`src/rtl/core/sads_pkg.sv`:
```
// Shared types, codes and constants of the two-stacks-in-one-array block.
package sads_pkg;

    localparam int DEPTH_DEF      = 256;
    localparam int DATA_WIDTH_DEF = 32;

    localparam int VALUE_W     = 32;
    localparam int SIZE_W      = 9;
    localparam int STATUS_W    = 2;
    localparam int S_TDATA_W   = 32;
    localparam int S_TUSER_W   = 3;
    localparam int M_TDATA_W   = 56;
    localparam int M_PAD_W     = M_TDATA_W - (VALUE_W + STATUS_W + 2 * SIZE_W + 1);
    localparam int EXT_W       = 64;

    typedef enum logic [1:0] {
        OP_PUSH  = 2'd0,
        OP_POP   = 2'd1,
        OP_PEEK  = 2'd2,
        OP_CLEAR = 2'd3
    } op_t;

    typedef enum logic [STATUS_W-1:0] {
        ST_DONE  = 2'd0,
        ST_FULL  = 2'd1,
        ST_EMPTY = 2'd2
    } sts_t;

    // controller -> datapath
    typedef struct packed {
        logic exec;      // carry out the transaction on the input channel
        logic load_out;  // move the finished result into the output register
    } cmd_t;

    // datapath -> controller
    typedef struct packed {
        logic out_free;  // output register empty or being drained this cycle
    } stat_t;

endpackage

```
`src/rtl/core/sads_datapath.sv`:
```
// Datapath: stack counters, store address and access, output register.
module sads_datapath #(
    parameter int DEPTH      = sads_pkg::DEPTH_DEF,
    parameter int DATA_WIDTH = sads_pkg::DATA_WIDTH_DEF
) (
    input  logic                                aclk,
    input  logic                                aresetn,
    input  sads_pkg::cmd_t                      cmd,
    output sads_pkg::stat_t                     stat,
    input  logic [sads_pkg::S_TDATA_W-1:0]      s_tdata,
    input  logic [sads_pkg::S_TUSER_W-1:0]      s_tuser,
    output logic                                ram_wr_en,
    output logic                                ram_rd_en,
    output logic [$clog2(DEPTH)-1:0]            ram_addr,
    output logic [DATA_WIDTH-1:0]               ram_wr_data,
    input  logic [DATA_WIDTH-1:0]               ram_rd_data,
    output logic                                m_tvalid,
    input  logic                                m_tready,
    output logic [sads_pkg::M_TDATA_W-1:0]      m_tdata
);

    localparam int CNT_W = $clog2(DEPTH + 1);
    localparam int AW    = $clog2(DEPTH);
    localparam logic [CNT_W-1:0] TOP_IDX = CNT_W'(DEPTH - 1);
    localparam logic [CNT_W-1:0] DEPTH_N = CNT_W'(DEPTH);
    localparam logic [CNT_W:0]   DEPTH_S = (CNT_W + 1)'(DEPTH);
    localparam logic [CNT_W-1:0] CNT_ONE = CNT_W'(1);

    logic [CNT_W-1:0] count_one_reg, count_one_next;
    logic [CNT_W-1:0] count_two_reg, count_two_next;
    sads_pkg::sts_t   sts_reg, sts_next;
    logic             hit_reg, hit_next;
    logic             out_valid_reg, out_valid_next;
    logic [sads_pkg::M_TDATA_W-1:0] out_data_reg, out_data_next;

    sads_pkg::op_t    op;
    logic             sel;
    logic [CNT_W:0]   total;
    logic             full;
    logic             empty;
    logic [CNT_W-1:0] addr_full;
    logic [sads_pkg::EXT_W-1:0] push_ext;
    logic [sads_pkg::EXT_W-1:0] rd_ext;
    logic [31:0]      one_ext;
    logic [31:0]      two_ext;
    logic [sads_pkg::VALUE_W-1:0] read_value;

    assign op    = sads_pkg::op_t'(s_tuser[1:0]);
    assign sel   = s_tuser[2];
    assign total = {1'b0, count_one_reg} + {1'b0, count_two_reg};
    assign full  = (total == DEPTH_S);
    assign empty = sel ? (count_two_reg == '0) : (count_one_reg == '0);

    assign push_ext    = sads_pkg::EXT_W'(s_tdata);
    assign ram_wr_data = push_ext[DATA_WIDTH-1:0];
    assign ram_addr    = addr_full[AW-1:0];

    always_comb begin
        count_one_next = count_one_reg;
        count_two_next = count_two_reg;
        sts_next       = sts_reg;
        hit_next       = hit_reg;
        ram_wr_en      = 1'b0;
        ram_rd_en      = 1'b0;
        addr_full      = count_one_reg;
        if (cmd.exec) begin
            sts_next = sads_pkg::ST_DONE;
            hit_next = 1'b0;
            unique case (op)
                sads_pkg::OP_PUSH: begin
                    if (full) begin
                        sts_next = sads_pkg::ST_FULL;
                    end else if (sel) begin
                        ram_wr_en      = 1'b1;
                        addr_full      = TOP_IDX - count_two_reg;
                        count_two_next = count_two_reg + CNT_ONE;
                    end else begin
                        ram_wr_en      = 1'b1;
                        addr_full      = count_one_reg;
                        count_one_next = count_one_reg + CNT_ONE;
                    end
                end
                sads_pkg::OP_POP, sads_pkg::OP_PEEK: begin
                    if (empty) begin
                        sts_next = sads_pkg::ST_EMPTY;
                    end else begin
                        ram_rd_en = 1'b1;
                        hit_next  = 1'b1;
                        addr_full = sel ? (DEPTH_N - count_two_reg)
                                        : (count_one_reg - CNT_ONE);
                        if (op == sads_pkg::OP_POP) begin
                            if (sel) begin
                                count_two_next = count_two_reg - CNT_ONE;
                            end else begin
                                count_one_next = count_one_reg - CNT_ONE;
                            end
                        end
                    end
                end
                sads_pkg::OP_CLEAR: begin
                    if (sel) begin
                        count_two_next = '0;
                    end else begin
                        count_one_next = '0;
                    end
                end
                default: begin
                    sts_next = sads_pkg::ST_DONE;
                end
            endcase
        end
    end

    // result fields, taken once counts already reflect the operation
    assign rd_ext     = sads_pkg::EXT_W'(ram_rd_data);
    assign read_value = hit_reg ? rd_ext[sads_pkg::VALUE_W-1:0] : '0;
    assign one_ext    = 32'(count_one_reg);
    assign two_ext    = 32'(count_two_reg);

    assign stat.out_free = !out_valid_reg || m_tready;

    always_comb begin
        out_valid_next = out_valid_reg;
        out_data_next  = out_data_reg;
        if (cmd.load_out) begin
            out_valid_next = 1'b1;
            out_data_next  = {{sads_pkg::M_PAD_W{1'b0}}, full,
                              two_ext[sads_pkg::SIZE_W-1:0],
                              one_ext[sads_pkg::SIZE_W-1:0],
                              sts_reg, read_value};
        end else if (m_tready) begin
            out_valid_next = 1'b0;
        end
    end

    always_ff @(posedge aclk) begin
        if (!aresetn) begin
            count_one_reg <= '0;
            count_two_reg <= '0;
            out_valid_reg <= 1'b0;
        end else begin
            count_one_reg <= count_one_next;
            count_two_reg <= count_two_next;
            out_valid_reg <= out_valid_next;
        end
    end

    always_ff @(posedge aclk) begin
        sts_reg      <= sts_next;
        hit_reg      <= hit_next;
        out_data_reg <= out_data_next;
    end

    assign m_tvalid = out_valid_reg;
    assign m_tdata  = out_data_reg;

endmodule

```
`config.mk`:
```
export PLATFORM = sky130hd
export DESIGN_NAME = sads_datapath
export DESIGN_NICKNAME = d
export VERILOG_FILES = /design/src/rtl/core/sads_pkg.sv /design/src/rtl/core/sads_datapath.sv
export SDC_FILE = /design/constraint.sdc
export NUM_CORES = 1
export LEC_CHECK = 0
export BUFFER_PORTS_ARGS = -buffer_cell sky130_fd_sc_hd__buf_2
export CAP_MARGIN = 20
export CORE_MARGIN = 3
export CORE_UTILIZATION = 50
export DETAILED_ROUTE_END_ITERATION = 12
export GPL_TIMING_DRIVEN = 0
export PLACE_DENSITY = 0.9
export SETUP_SLACK_MARGIN = 0.02
export SLEW_MARGIN = 25
export SYNTH_ARGS = -nofsm -noshare
export SYNTH_HDL_FRONTEND = slang
export SYNTH_SLANG_ARGS = --single-unit
```
`constraint.sdc`:
```
create_clock -name aclk -period 3.7 [get_ports aclk]
set_clock_uncertainty 0.05 [all_clocks]
set_input_delay 0.37 -clock aclk [delete_from_list [all_inputs] [get_ports aclk]]
set_output_delay 0.37 -clock aclk [all_outputs]
set_load 0.02 [all_outputs]
```
### Yosys cells after proc, flatten, opt, wreduce, memory -nomap -nowiden

Index checks and enable logic that the tools add are counted.

| storage, ports and cells | value |
|---|---|
| register bits after elaboration | 75 |
| bits of input ports | 72 |
| output and inout bits | 100 |
| word-level logic and storage cells | 68 |

| operators by class | value |
|---|---|
| add/sub/neg operators | 7 |
| equality and inequality tests | 13 |
| multiplexer cells | 32 |
| reductions and logical operators | 9 |

Operators by type and width:

| kind | number |
|---|---|
| two-way mux 9 bit | 12 |
| case mux 9 bit (3 select lines) | 2 |
| two-way mux 8 bit | 5 |
| adder 9 x 1 -> 9 bit (second input constant) | 2 |
| zero test 9 bit | 2 |
| != test 2 bit (second input constant) | 9 |
| subtractor 9 x 1 -> 9 bit (second input constant) | 2 |
| case mux 8 bit (2 select lines) | 1 |
| AND reduction 7 bit | 2 |
| adder 9 x 9 -> 10 bit | 1 |
| == test 10 x 9 -> 1 bit (second input constant) | 1 |
| two-way mux 1 bit | 10 |
| subtractor 1 x 8 -> 8 bit (first input constant) | 1 |
| subtractor 8 bit (first input constant) | 1 |
| == test 2 bit (second input constant) | 2 |
| case mux 2 bit (2 select lines) | 1 |
| == test 2 x 1 -> 1 bit (second input constant) | 1 |
| zero test 2 bit | 1 |
| two-way mux 2 bit | 1 |
| nonzero test 2 bit | 1 |
| OR reduction 2 bit | 1 |
| zero test 1 bit | 1 |
| logical OR 1 bit | 1 |

### Depth between registers and ports, before layout

Gate-level depths: netlist (run 1).

| depth | value |
|---|---|
| depth after elaboration | 5 |
| mapped depth | 12 |
| gate-level depth less buffers | 11 |

### Worst setup path before layout (run 1)

OpenSTA, ideal clock, no wires.

| path | value |
|---|---|
| path kind | flip-flop to output port |
| start | register count_one_reg[0] |
| end | output ram_addr[6] |
| arrival | 2.869 ns |
| data required time | 3.280 ns |
| slack | 0.411 ns |
| stages on the path, launching flop included | 12 |
| buffers on the path | 2 |
| cell sequence | dfxtp_1 ha_1 fa_1 a21oi_1 o21ai_0 mux2_1 nor3_1 and3b_1 buf_6 or4b_4 buf_6 o221ai_1 |

| on the way | value |
|---|---|
| word-level cells in the longest chain between the ends | 5 |
| elaborated cells between the ends (all ways) | 10 |
| classes of those cells | 2 x add/sub; 1 x eq/ne; 6 x mux; 1 x reduce/logical |

Ends and longest elaborated chain:

| item | RTL line | source |
|---|---|---|
| start, declared | sads_datapath.sv:29 | `logic [CNT_W-1:0] count_one_reg, count_one_next;` |
| start signal, assigned | sads_datapath.sv:142 | `count_one_reg <= count_one_next;` |
| adder 9 x 9 -> 10 bit | sads_datapath.sv:50 | `assign total = {1'b0, count_one_reg} + {1'b0, count_two_reg};` |
| == test 10 x 9 -> 1 bit | sads_datapath.sv:51 | `assign full = (total == DEPTH_S);` |
| named net full | sads_datapath.sv:39 | `logic full;` |
| two-way mux 8 bit | sads_datapath.sv:71 | `if (full) begin` |
| case mux 8 bit (2 select lines) | sads_datapath.sv:69 | `unique case (op)` |
| two-way mux 8 bit | sads_datapath.sv:66 | `if (cmd.exec) begin` |
| end, declared | sads_datapath.sv:14 | `output logic [$clog2(DEPTH)-1:0] ram_addr,` |

The timed path passes the listed nets, and every way through them passes these cells.

### Worst setup path in the final report (run 1)

| path | value |
|---|---|
| start | register count_two_reg[0] |
| end | output ram_addr[7] |

| on the way | value |
|---|---|
| word-level cells in the longest chain between the ends | 5 |
| elaborated cells between the ends (all ways) | 12 |
| classes of those cells | 3 x add/sub; 1 x eq/ne; 7 x mux; 1 x reduce/logical |

Ends and longest elaborated chain:

| item | RTL line | source |
|---|---|---|
| start, declared | sads_datapath.sv:30 | `logic [CNT_W-1:0] count_two_reg, count_two_next;` |
| start signal, assigned | sads_datapath.sv:143 | `count_two_reg <= count_two_next;` |
| adder 9 x 9 -> 10 bit (tied with other cells) | sads_datapath.sv:50 |  |
| == test 10 x 9 -> 1 bit (tied with other cells) | sads_datapath.sv:51 |  |
| two-way mux 8 bit, on equally long branches | sads_datapath.sv:71, sads_datapath.sv:84 |  |
| case mux 8 bit (2 select lines) * | sads_datapath.sv:69 |  |
| two-way mux 8 bit * | sads_datapath.sv:66 |  |

Every way passes the cells marked *; elsewhere a longest branch is shown, timed or not.

==> results of run 1 <==
-- layout by cell type, fill, tap and decap left out, types with 3 or more instances in the layout --
| cell | n |
|---|---|
| buf_4 | 56 |
| dfxtp_4 | 9 |
| o211ai_1 | 6 |
| buf_6 | 5 |
| nor3_1 | 10 |
| xor2_1 | 10 |
| clkbuf_1 | 17 |
| o21ai_0 | 11 |
| nand2_1 | 43 |
| or3_1 | 5 |
| clkbuf_8 | 9 |
| ha_1 | 17 |
| o41ai_1 | 3 |
| inv_1 | 15 |
| o21a_1 | 3 |
| nand4_1 | 4 |
| o21ai_1 | 9 |
| ha_4 | 4 |
| xnor2_1 | 8 |
| edfxtp_1 | 56 |
| o21ai_2 | 3 |
| a21oi_1 | 18 |
| nor2_1 | 26 |
| nor4_1 | 4 |
| o221ai_4 | 5 |
| buf_2 | 129 |
| o31ai_1 | 3 |
| dfxtp_1 | 7 |
| nand3_1 | 24 |
| a211oi_1 | 3 |
| and2_1 | 33 |
| dfxtp_2 | 3 |
| o22ai_1 | 5 |
| o221ai_2 | 3 |
| conb_1 | 3 |
| nand2b_1 | 6 |
-- metrics by stage --
step / area [um^2] / instances / util (%)
2_1_floorplan: 4630 / 472 / -
3_3_place_gp: 5450 / 716 / 61.6
3_5_place_dp: 5450 / 716 / 61.6
4_1_cts: 5850 / 735 / 66.1
5_1_grt: 6100 / 747 / 68.9
6_report: 6100 / 747 / 68.9
-- critical path: cells and delay by family, from the launching register on --
family	cells	cell delay (ns)
AO/OA/AOI/OAI	3	0.51
AND/OR/NAND/NOR	3	0.81
buffers and inverters	2	0.33
multiplexers	1	0.22
flip-flops	1	0.38
adder cells (fa/ha/maj)	2	0.59
-- worst min path at each step --
stage                                    endpoint            startpoint  cells after the start  slack, ns
floorplan                   m_tdata[32]$_DFFE_PP_  sts_reg[0]$_DFFE_PP_                      0       0.35
global placement            m_tdata[32]$_DFFE_PP_  sts_reg[0]$_DFFE_PP_                      0       0.36
detailed placement          m_tdata[33]$_DFFE_PP_  sts_reg[1]$_DFFE_PP_                      0       0.36
CTS                 count_two_reg[8]$_SDFFE_PN0P_               aresetn                      3       0.24
global route        count_two_reg[8]$_SDFFE_PN0P_               aresetn                      3       0.24
finish                  m_tdata[11]$_SDFFCE_PN0P_       ram_rd_data[11]                      2       0.25
-- routing by layer --
layer	track usage, %	up-vias	part of all wire (%)	wire, um
met4	9.79	0	3.7	480
met3	5.26	44	11	1350
met5	0	-	0	0
met1	29.3	1992	39	4970
met2	39.1	304	47	6010
li1	-	1998	-	-
-- repair_timing --
| item | in CTS | in global routing |
|---|---|---|
| pin swaps | 1 | 12 |
| buffers inserted | 3 | 13 |
| endpoints found under the setup margin | 8 | 8 |
| resized for setup | 47 | 30 |
-- power breakdown --
| group | total (mW) | internal, mW | leakage [nW] | switching (mW) |
|---|---|---|---|---|
| clock | 0.632 | 0.317 | 0.103 | 0.315 |
| sequential | 1.03 | 0.983 | 0.737 | 0.0507 |
| combinational | 0.847 | 0.347 | 1.79 | 0.500 |
-- area by class of cell --
| type | instances | area (um^2) |
|---|---|---|
| plain buffers | 57 | 375 |
| repair buffers | 152 | 851 |
| inverters | 15 | 56.3 |
| fillers | 624 | 2750 |
| multi-input cells | 324 | 2380 |
| clock buffers | 9 | 124 |
| flip-flops and latches | 75 | 2100 |
| well taps | 108 | 135 |
| clock inverters | 7 | 76.3 |
-- kinds of logic after synthesis --
logic type               after synthesis  share of synthesized area, %
AO/OA/AOI/OAI                         96                          14.1
other                                  1                        0.0811
adder cells (fa/ha/maj)               25                          7.09
AND/OR/NAND/NOR                      178                          20.3
multiplexers                           4                          1.03
buffers and inverters                 73                          9.39
flip-flops                            75                          44.6
XOR/XNOR                              18                          3.41
==> flow_summary.json, run 1 <==
{
  "die_x_um": 102,
  "status": "completed",
  "cts.clk_slew.worst_paths_ns": 0.08,
  "die_h_um": 102,
  "yosys_register_bits": 75,
  "period_share_pct": 97.8,
  "routed_wl_um": 12800,
  "cp_slowest_cell": "or4b_4",
  "clock_latency_ns": 0.35,
  "holdWs_ns": 0.249,
  "vias": 4338,
  "worstSetupStartpointType": "flip-flop",
  "cts_num_sinks": 75,
  "dp_hpwl_um": 9150,
  "wl_per_cell_um": 17.2,
  "synth_cell_type_count": 64,
  "dp_slack_ns": -0.0692,
  "globalplace.congestion": 0.921,
  "yosys-top-cells-area": "edfxtp_1 (36%), dfxtp_1 (8.2%), ha_1 (6.2%)",
  "fin_nets": 731,
  "path_cells": "ha_4 -> fa_2 -> a21oi_2 -> o21ai_2 -> mux2_4 -> nor3_1 -> and3b_2 -> or4b_4 -> buf_12 -> o221ai_4 -> buf_6",
  "synth_seq_area_share_pct": 44.6,
  "synth_edf_count": 56,
  "numCtsBuffers": 9,
  "syn_area_um2": 4630,
  "worstReg2RegEnd": "count_two_reg[1]$_SDFFE_PN0P_",
  "antennaDiodeCount": 0,
  "period_minus_slack_ns": 3.62,
  "worstPathRequired_ns": 3.28,
  "yosys_warnings": 0,
  "grt_antenna_before_repair": 0,
  "setup_violations": 0,
  "ff2ff_path_depth": 10,
  "grt_max_degree": 55,
  "max_freq_mhz": 276,
  "io-pin-count": 172,
  "ys.flop_type": "edfxtp_1",
  "synth_common_cells": "edfxtp_1 (56), nand2_1 (43), buf_4 (36), and2_1 (33), nor2_1 (26)",
  "max_stage_delay_ns": 0.51,
  "worst_pin_slew_ns": 0.765,
  "core_um2": 8850,
  "hold_path_class": "in2reg",
  "num_rows": 34,
  "setup_slack_ns": 0.0813,
  "synth.avg_cell_area_um2": 9.84,
  "grt_overflow": 0,
  "crit_path_start": "count_two_reg[0]$_SDFFE_PN0P_",
  "cts_hold_buf": 0,
  "r2r_slack_ns": 0.59,
  "cts_root_buffer": "clkbuf_8",
  "cellPowerDensity_nw_per_um2": 412,
  "finalMaxSlewViolations": 0,
  "synth_top_area_share_pct": 36.4,
  "avgViaCountPerCell": 5.81,
  "detail_route.first_pass.iterations": 6,
  "slew_headroom_pct": 48.5,
  "clockBufferDepth": 2,
  "final_layout_size_suffix_gt1_share_pct": 40.7,
  "finalPower_mw": 2.51,
  "yosysMostFrequentCell": "edfxtp_1",
  "drt_iter0_markers": 268,
  "hold_viol": 0,
  "grt_first_pass_wirelength_um": 19100,
  "async_reset_ff_share_pct": 0,
  "drtAntennaViolNets": 0,
  "ir_drop_uv": 203,
  "cap_violations": 0,
  "cts_tree": "yes",
  "crit_end": "ram_addr[7]",
  "end_kind": "output port",
  "path_max_fanout": 8,
  "critical_path_class": "reg2out",
  "r2r-start": "count_two_reg[0]$_SDFFE_PN0P_",
  "grt_pass1_vias": 3935,
  "worst_ep_arrival_time_ns": 3.20,
  "initial_utilization_pct": 52.3,
  "synth_cells": 470,
  "area_growth_pct": 31.8,
  "yosysTopAreaCell": "edfxtp_1",
  "largest_reg_flops": 53,
  "io_buffers": 136,
  "htreeDepth": 3,
  "p_leak_nw": 2.63,
  "setup_tns_ns": 0,
  "drc": 0,
  "grt_use_total_pct": 23.4,
  "dieArea_um2": 10400
}
Note: power is estimated with default switching activity, not from simulation.
==> inputs of run 2 (changes only) <==
Settings changed: CELL_PAD_IN_SITES_DETAIL_PLACEMENT set to 2, CELL_PAD_IN_SITES_GLOBAL_PLACEMENT set to 2, CORE_UTILIZATION 50 to 29, PLACE_DENSITY 0.9 to 0.89.
==> flow_summary.json, run 2 (synthesis results as in run 1) <==
{
  "die_x_um": 132,
  "grt_pass1_vias": 4861,
  "core_um2": 15400,
  "swShare_pct": 36.7,
  "die_h_um": 132,
  "cts_hold_buf": 0,
  "dp_slack_ns": -0.365,
  "path_max_fanout": 10,
  "area_growth_pct": 37.3,
  "fin_cells": 849,
  "cts_num_sinks": 75,
  "grt_overflow": 0,
  "fin_nets": 730,
  "r2r_slack_ns": 0.21,
  "hold_path_class": "in2reg",
  "worstSetupStartpointType": "flip-flop",
  "routed_wl_um": 21400,
  "p_leak_nw": 2.66,
  "antennaDiodeCount": 0,
  "initial_utilization_pct": 30.0,
  "dp_hpwl_um": 13000,
  "hold_viol": 0,
  "clock_latency_ns": 0.35,
  "cts_tree": "yes",
  "detail_route.first_pass.iterations": 4,
  "grt_max_degree": 55,
  "drt_iter0_markers": 277,
  "drtAntennaViolNets": 0,
  "grt_use_total_pct": 21.4,
  "numCtsBuffers": 9,
  "avgViaCountPerCell": 5.44,
  "switchingPower_mw": 1.08,
  "sequentialPowerShare_pct": 35.8,
  "setup_tns_ns": 0,
  "io-pin-count": 172,
  "layout_common_cells": "buf_2 (129), edfxtp_1 (56), buf_4 (53), nand2_1 (42), and2_1 (33)",
  "worstReg2RegEnd": "count_one_reg[7]$_SDFFE_PN0P_",
  "num_rows": 45,
  "r2r-start": "count_one_reg[1]$_SDFFE_PN0P_",
  "drc": 0,
  "status": "completed",
  "seqCellArea_um2": 2100,
  "holdWs_ns": 0.270,
  "p_int_mw": 1.87,
  "cap_violations": 0,
  "worstPathRequired_ns": 3.28,
  "period_minus_slack_ns": 3.66,
  "multiInputGateArea_um2": 2410,
  "hp-start": "ram_rd_data[3]",
  "io_buffers": 136,
  "max_freq_mhz": 273,
  "vias": 4618,
  "ff2ff_path_depth": 10,
  "htreeDepth": 3,
  "place_inst": 819,
  "dieArea_um2": 17500,
  "wl_per_cell_um": 25.2,
  "finalMaxSlewViolations": 0,
  "worst_pin_slew_ns": 0.872,
  "hold_end": "m_tdata[3]$_SDFFCE_PN0P_",
  "final_util_pct": 41.2,
  "final_common_cell": "buf_2",
  "final_layout_size_suffix_gt1_share_pct": 41.1,
  "period_share_pct": 98.9,
  "critical_path_class": "reg2out",
  "ir_drop_uv": 191,
  "p_clk_share_pct": 32.0,
  "grt_antenna_before_repair": 0,
  "worst_ep_arrival_time_ns": 3.24,
  "clockBufferDepth": 2,
  "cts.clk_slew.worst_paths_ns": 0.07,
  "largest_reg_flops": 53,
  "setup_violations": 0,
  "fillers": 1674,
  "cts_root_buffer": "clkbuf_16",
  "min_path_cells": 2,
  "combPwrFrac_pct": 32.2,
  "cellPowerDensity_nw_per_um2": 465,
  "globalplace.congestion": 0.872,
  "slew_headroom_pct": 41.3,
  "setup_slack_ns": 0.0399,
  "end_kind": "output port",
  "grt_first_pass_wirelength_um": 29300
}
run 2: how the worst max path moves through the flow:
stage	startpoint	end	slack, ns	cells past startpoint
3_3_place_gp	count_one_reg[0]$_SDFFE_PN0P_	ram_addr[6]	-0.21	9
6_report	count_two_reg[4]$_SDFFE_PN0P_	ram_addr[6]	0.04	10
3_5_place_dp	count_one_reg[0]$_SDFFE_PN0P_	ram_addr[1]	-0.36	9
4_1_cts	count_two_reg[0]$_SDFFE_PN0P_	ram_addr[6]	0.007	12
5_1_grt	count_two_reg[0]$_SDFFE_PN0P_	ram_addr[6]	-0.09	12
2_1_floorplan	count_one_reg[0]$_SDFFE_PN0P_	ram_addr[6]	0.41	11
run 2: final cells by class:
type | count | share of cell area [%]
plain buffers | 58 | 6.03
clock buffers | 10 | 3.61
clock inverters | 6 | 1.14
inverters | 15 | 0.887
multi-input cells | 324 | 37.9
flip-flops and latches | 75 | 33.0
well taps | 211 | 4.16
repair buffers | 150 | 13.2
run 2: metrics by stage:
stage | area, um^2 | total power, mW
global route | 6350 | 3.06
CTS | 6070 | 2.81
floorplan | 4630 | 1.56
global placement | 5580 | 1.78
finish | 6350 | 2.96
detailed placement | 5580 | 1.84
run 2: routing by layer:
layer,track usage [%],vias to the layer above,share of wire (%)
met3,4.89,51,8.3
met4,7.74,0,3.8
met1,25.5,2267,38
met2,37.6,313,50
met5,0,-,0
li1,-,1987,-
run 2: power groups by stage:
stage	sequential [mW]	clock [mW]	combinational, mW
after floorplan	1.10	0	0.460
after global placement	1.06	0	0.725
after detailed placement	1.06	0	0.776
after CTS	1.05	0.922	0.836
after global routing	1.06	0.988	1.01
final	1.06	0.945	0.953
run 2: timing repair:
action | in CTS | in global routing
resized for setup | 47 | 35
pin swaps | 4 | 5
setup buffers | 4 | 10
setup endpoints to repair | 9 | 8
run 2: critical path, stage by stage (launching register included):
cell and delay [ns]:
dfxtp_4 0.42, ha_4 0.33, o211ai_1 0.14, o21ai_2 0.24
mux2_2 0.36, and3b_1 0.17, buf_6 0.13, or4b_4 0.51
buf_8 0.17, o221ai_4 0.22, buf_6 0.16
==> inputs of run 3 (changes only) <==
Settings changed: ABC_AREA set to 1, CAP_MARGIN 20 to 15, CORE_UTILIZATION 29 to 28, PLACE_DENSITY 0.89 to 0.91.
==> flow_summary.json, run 3 <==
{
  "htreeDepth": 3,
  "layout_common_cells": "nand2_1 (167), buf_2 (137), inv_1 (91), nor2_1 (77), edfxtp_1 (56)",
  "synth_cells": 616,
  "syn_area_um2": 4810,
  "critical_path_class": "reg2out",
  "setup_tns_ns": 0,
  "synth.avg_cell_area_um2": 7.81,
  "max_freq_mhz": 296,
  "p_leak_nw": 3.23,
  "period_share_pct": 91.2,
  "worst_ep_arrival_time_ns": 2.96,
  "cts_num_sinks": 75,
  "synth_cell_type_count": 34,
  "async_reset_ff_share_pct": 0,
  "hold_viol": 0,
  "yosys-top-cells-area": "edfxtp_1 (35%), nand2_1 (13%), dfxtp_1 (7.9%)",
  "grt_use_total_pct": 18.0,
  "cp_slowest_cell": "dfxtp_2",
  "path_max_fanout": 7,
  "path_delay_family": "simple AND/OR/NAND/NOR gates",
  "max_stage_delay_ns": 0.44,
  "slew_headroom_pct": 52.4,
  "wl_per_cell_um": 17.1,
  "fillers": 1991,
  "grt_first_pass_wirelength_um": 26000,
  "core_um2": 16700,
  "final_util_pct": 36.5,
  "critical_path_depth": 12,
  "globalplace.congestion": 0.821,
  "grt_pass1_vias": 4863,
  "fin_nets": 861,
  "final_area_um2": 6100,
  "final_layout_size_suffix_gt1_share_pct": 27.0,
  "num_rows": 47,
  "period_minus_slack_ns": 3.38,
  "ir_drop_uv": 226,
  "grt_overflow": 0,
  "synth_top_area_share_pct": 34.9,
  "path_cells": "ha_2 -> fa_1 -> nor2_1 -> nand3b_1 -> nor2_1 -> nand3_1 -> nor2_4 -> nand4_4 -> nand2_2 -> nor2_1 -> o21ai_1 -> buf_2",
  "setup_violations": 0,
  "finalPower_mw": 2.93,
  "antennaDiodeCount": 0,
  "use_met2_pct": 32.9,
  "cts.clk_slew.worst_paths_ns": 0.06,
  "drtAntennaViolNets": 0,
  "status": "completed",
  "final_common_cell": "nand2_1",
  "grt_util_met1_pct": 20.6,
  "clock_latency_ns": 0.34,
  "synth_seq_area_share_pct": 42.8,
  "drc": 0,
  "cap_violations": 0,
  "grt.met3_usage_pct": 3.57,
  "ff2ff_path_depth": 13,
  "worstSetupStartpointType": "flip-flop",
  "yosys_register_bits": 75,
  "grt_max_degree": 55,
  "synth_edf_count": 56,
  "hold_path_class": "in2reg",
  "avgViaCountPerCell": 4.65,
  "io-pin-count": 172,
  "cellPowerDensity_nw_per_um2": 480,
  "cpMostUsedCell": "nor2_1",
  "yosysTopAreaCell": "edfxtp_1",
  "ys.flop_type": "edfxtp_1",
  "die_h_um": 137,
  "cts_tree": "yes",
  "initial_utilization_pct": 28.8,
  "numCtsBuffers": 9,
  "area_growth_pct": 26.7,
  "dieArea_um2": 18800,
  "io_buffers": 135,
  "vias": 4602,
  "placed_cell_area_um2": 5770,
  "drt_iter0_markers": 146,
  "worstPathRequired_ns": 3.28,
  "routed_wl_um": 16900,
  "clockBufferDepth": 2,
  "gr-max-usage-layer": "met2",
  "min_path_cells": 3,
  "end_kind": "output port",
  "cts_root_buffer": "clkbuf_16",
  "die_x_um": 137,
  "synth_common_cells": "nand2_1 (168), inv_1 (91), nor2_1 (77), edfxtp_1 (56), buf_4 (35)",
  "crit_buf_inv": 1,
  "detail_route.first_pass.iterations": 4,
  "rsz0062_at_grt": "false",
  "yosysMostFrequentCell": "nand2_1",
  "yosys_warnings": 0,
  "largest_reg_flops": 53,
  "worst_pin_slew_ns": 0.713,
  "dp_hpwl_um": 12800,
  "grt_antenna_before_repair": 0,
  "finalMaxSlewViolations": 0
}
## run 3: what timing repair did
action / CTS / global route
gates resized for setup: 0 / 5
buffers inserted: 0 / 0
hold buffers: 0 / 0
endpoints found under the setup margin: 0 / 8
endpoints found under the hold margin: 0 / 0
## run 3: final cells by class
| cell class | instances | area (um^2) | share of cell area (%) |
|---|---|---|---|
| Buffer | 50 | 338 | 5.54 |
| Clock buffer | 10 | 229 | 3.75 |
| Clock inverter | 6 | 90.1 | 1.48 |
| Inverter | 94 | 353 | 5.78 |
| Multi-Input combinational cell | 399 | 2070 | 34.0 |
| Sequential cell | 75 | 2060 | 33.8 |
| Tap cell | 220 | 275 | 4.51 |
| Timing Repair Buffer | 135 | 678 | 11.1 |
## run 3: cell families (layout without fill, tap and decap cells)
family                     after synthesis  after routing  synth area share (%)
and+or+nand+nor                        294            294                  26.2
DFF                                     75             75                  42.8
other                                    1              3                0.0779
AOI/OAI and AO/OA                       61             61                  6.84
adders and majority gates               25             25                  6.81
buffers and inverters                  144            295                  14.3
xor gates and xnor gates                16             16                  2.91
## run 3: per-stage QoR
stage | cells | setup slack (ns) | hold WS, ns
after floorplan | 618 | 0.899 | 0.350
after global placement | 973 | 0.445 | 0.353
after detailed placement | 973 | 0.406 | 0.382
after CTS | 989 | 0.0271 | 0.228
after global routing | 989 | 0.0850 | 0.246
final | 989 | 0.325 | 0.242
## run 3: worst reg2reg max path, cell delays in order (launching register included)
cell	delay (ns)
dfxtp_2	0.44
ha_2	0.26
fa_1	0.41
nor2_1	0.13
nand3b_1	0.09
nor2_1	0.11
nand3_1	0.12
nor2_4	0.14
nand4_4	0.19
nand4_4	0.21
buf_6	0.19
nand2_1	0.07
nand2_1	0.06
nor2_1	0.04
## run 3: report_power, final
group | internal, mW | switching [mW] | leakage, nW
clock network | 0.592 | 0.360 | 0.153
logic | 0.312 | 0.594 | 2.35
registers | 0.996 | 0.0763 | 0.730
## run 3: metal layers
layer | wire, um | up-vias
li1 | - | 2216
met1 | 6850 | 2233
met2 | 8640 | 131
met3 | 1020 | 22
met4 | 376 | 0
met5 | 0 | -
## run 3: worst paths after layout
| path | startpoint | to | slack, ns |
|---|---|---|---|
| worst max-delay path | count_two_reg[0]$_SDFFE_PN0P_ | ram_addr[7] | 0.32 |
| worst max register to register | count_two_reg[0]$_SDFFE_PN0P_ | count_one_reg[8]$_SDFFE_PN0P_ | 1.09 |
| worst min-delay path | ram_rd_data[8] | m_tdata[8]$_SDFFCE_PN0P_ | 0.24 |
| worst min register to register | sts_reg[0]$_DFFE_PP_ | m_tdata[32]$_DFFE_PP_ | 0.38 |
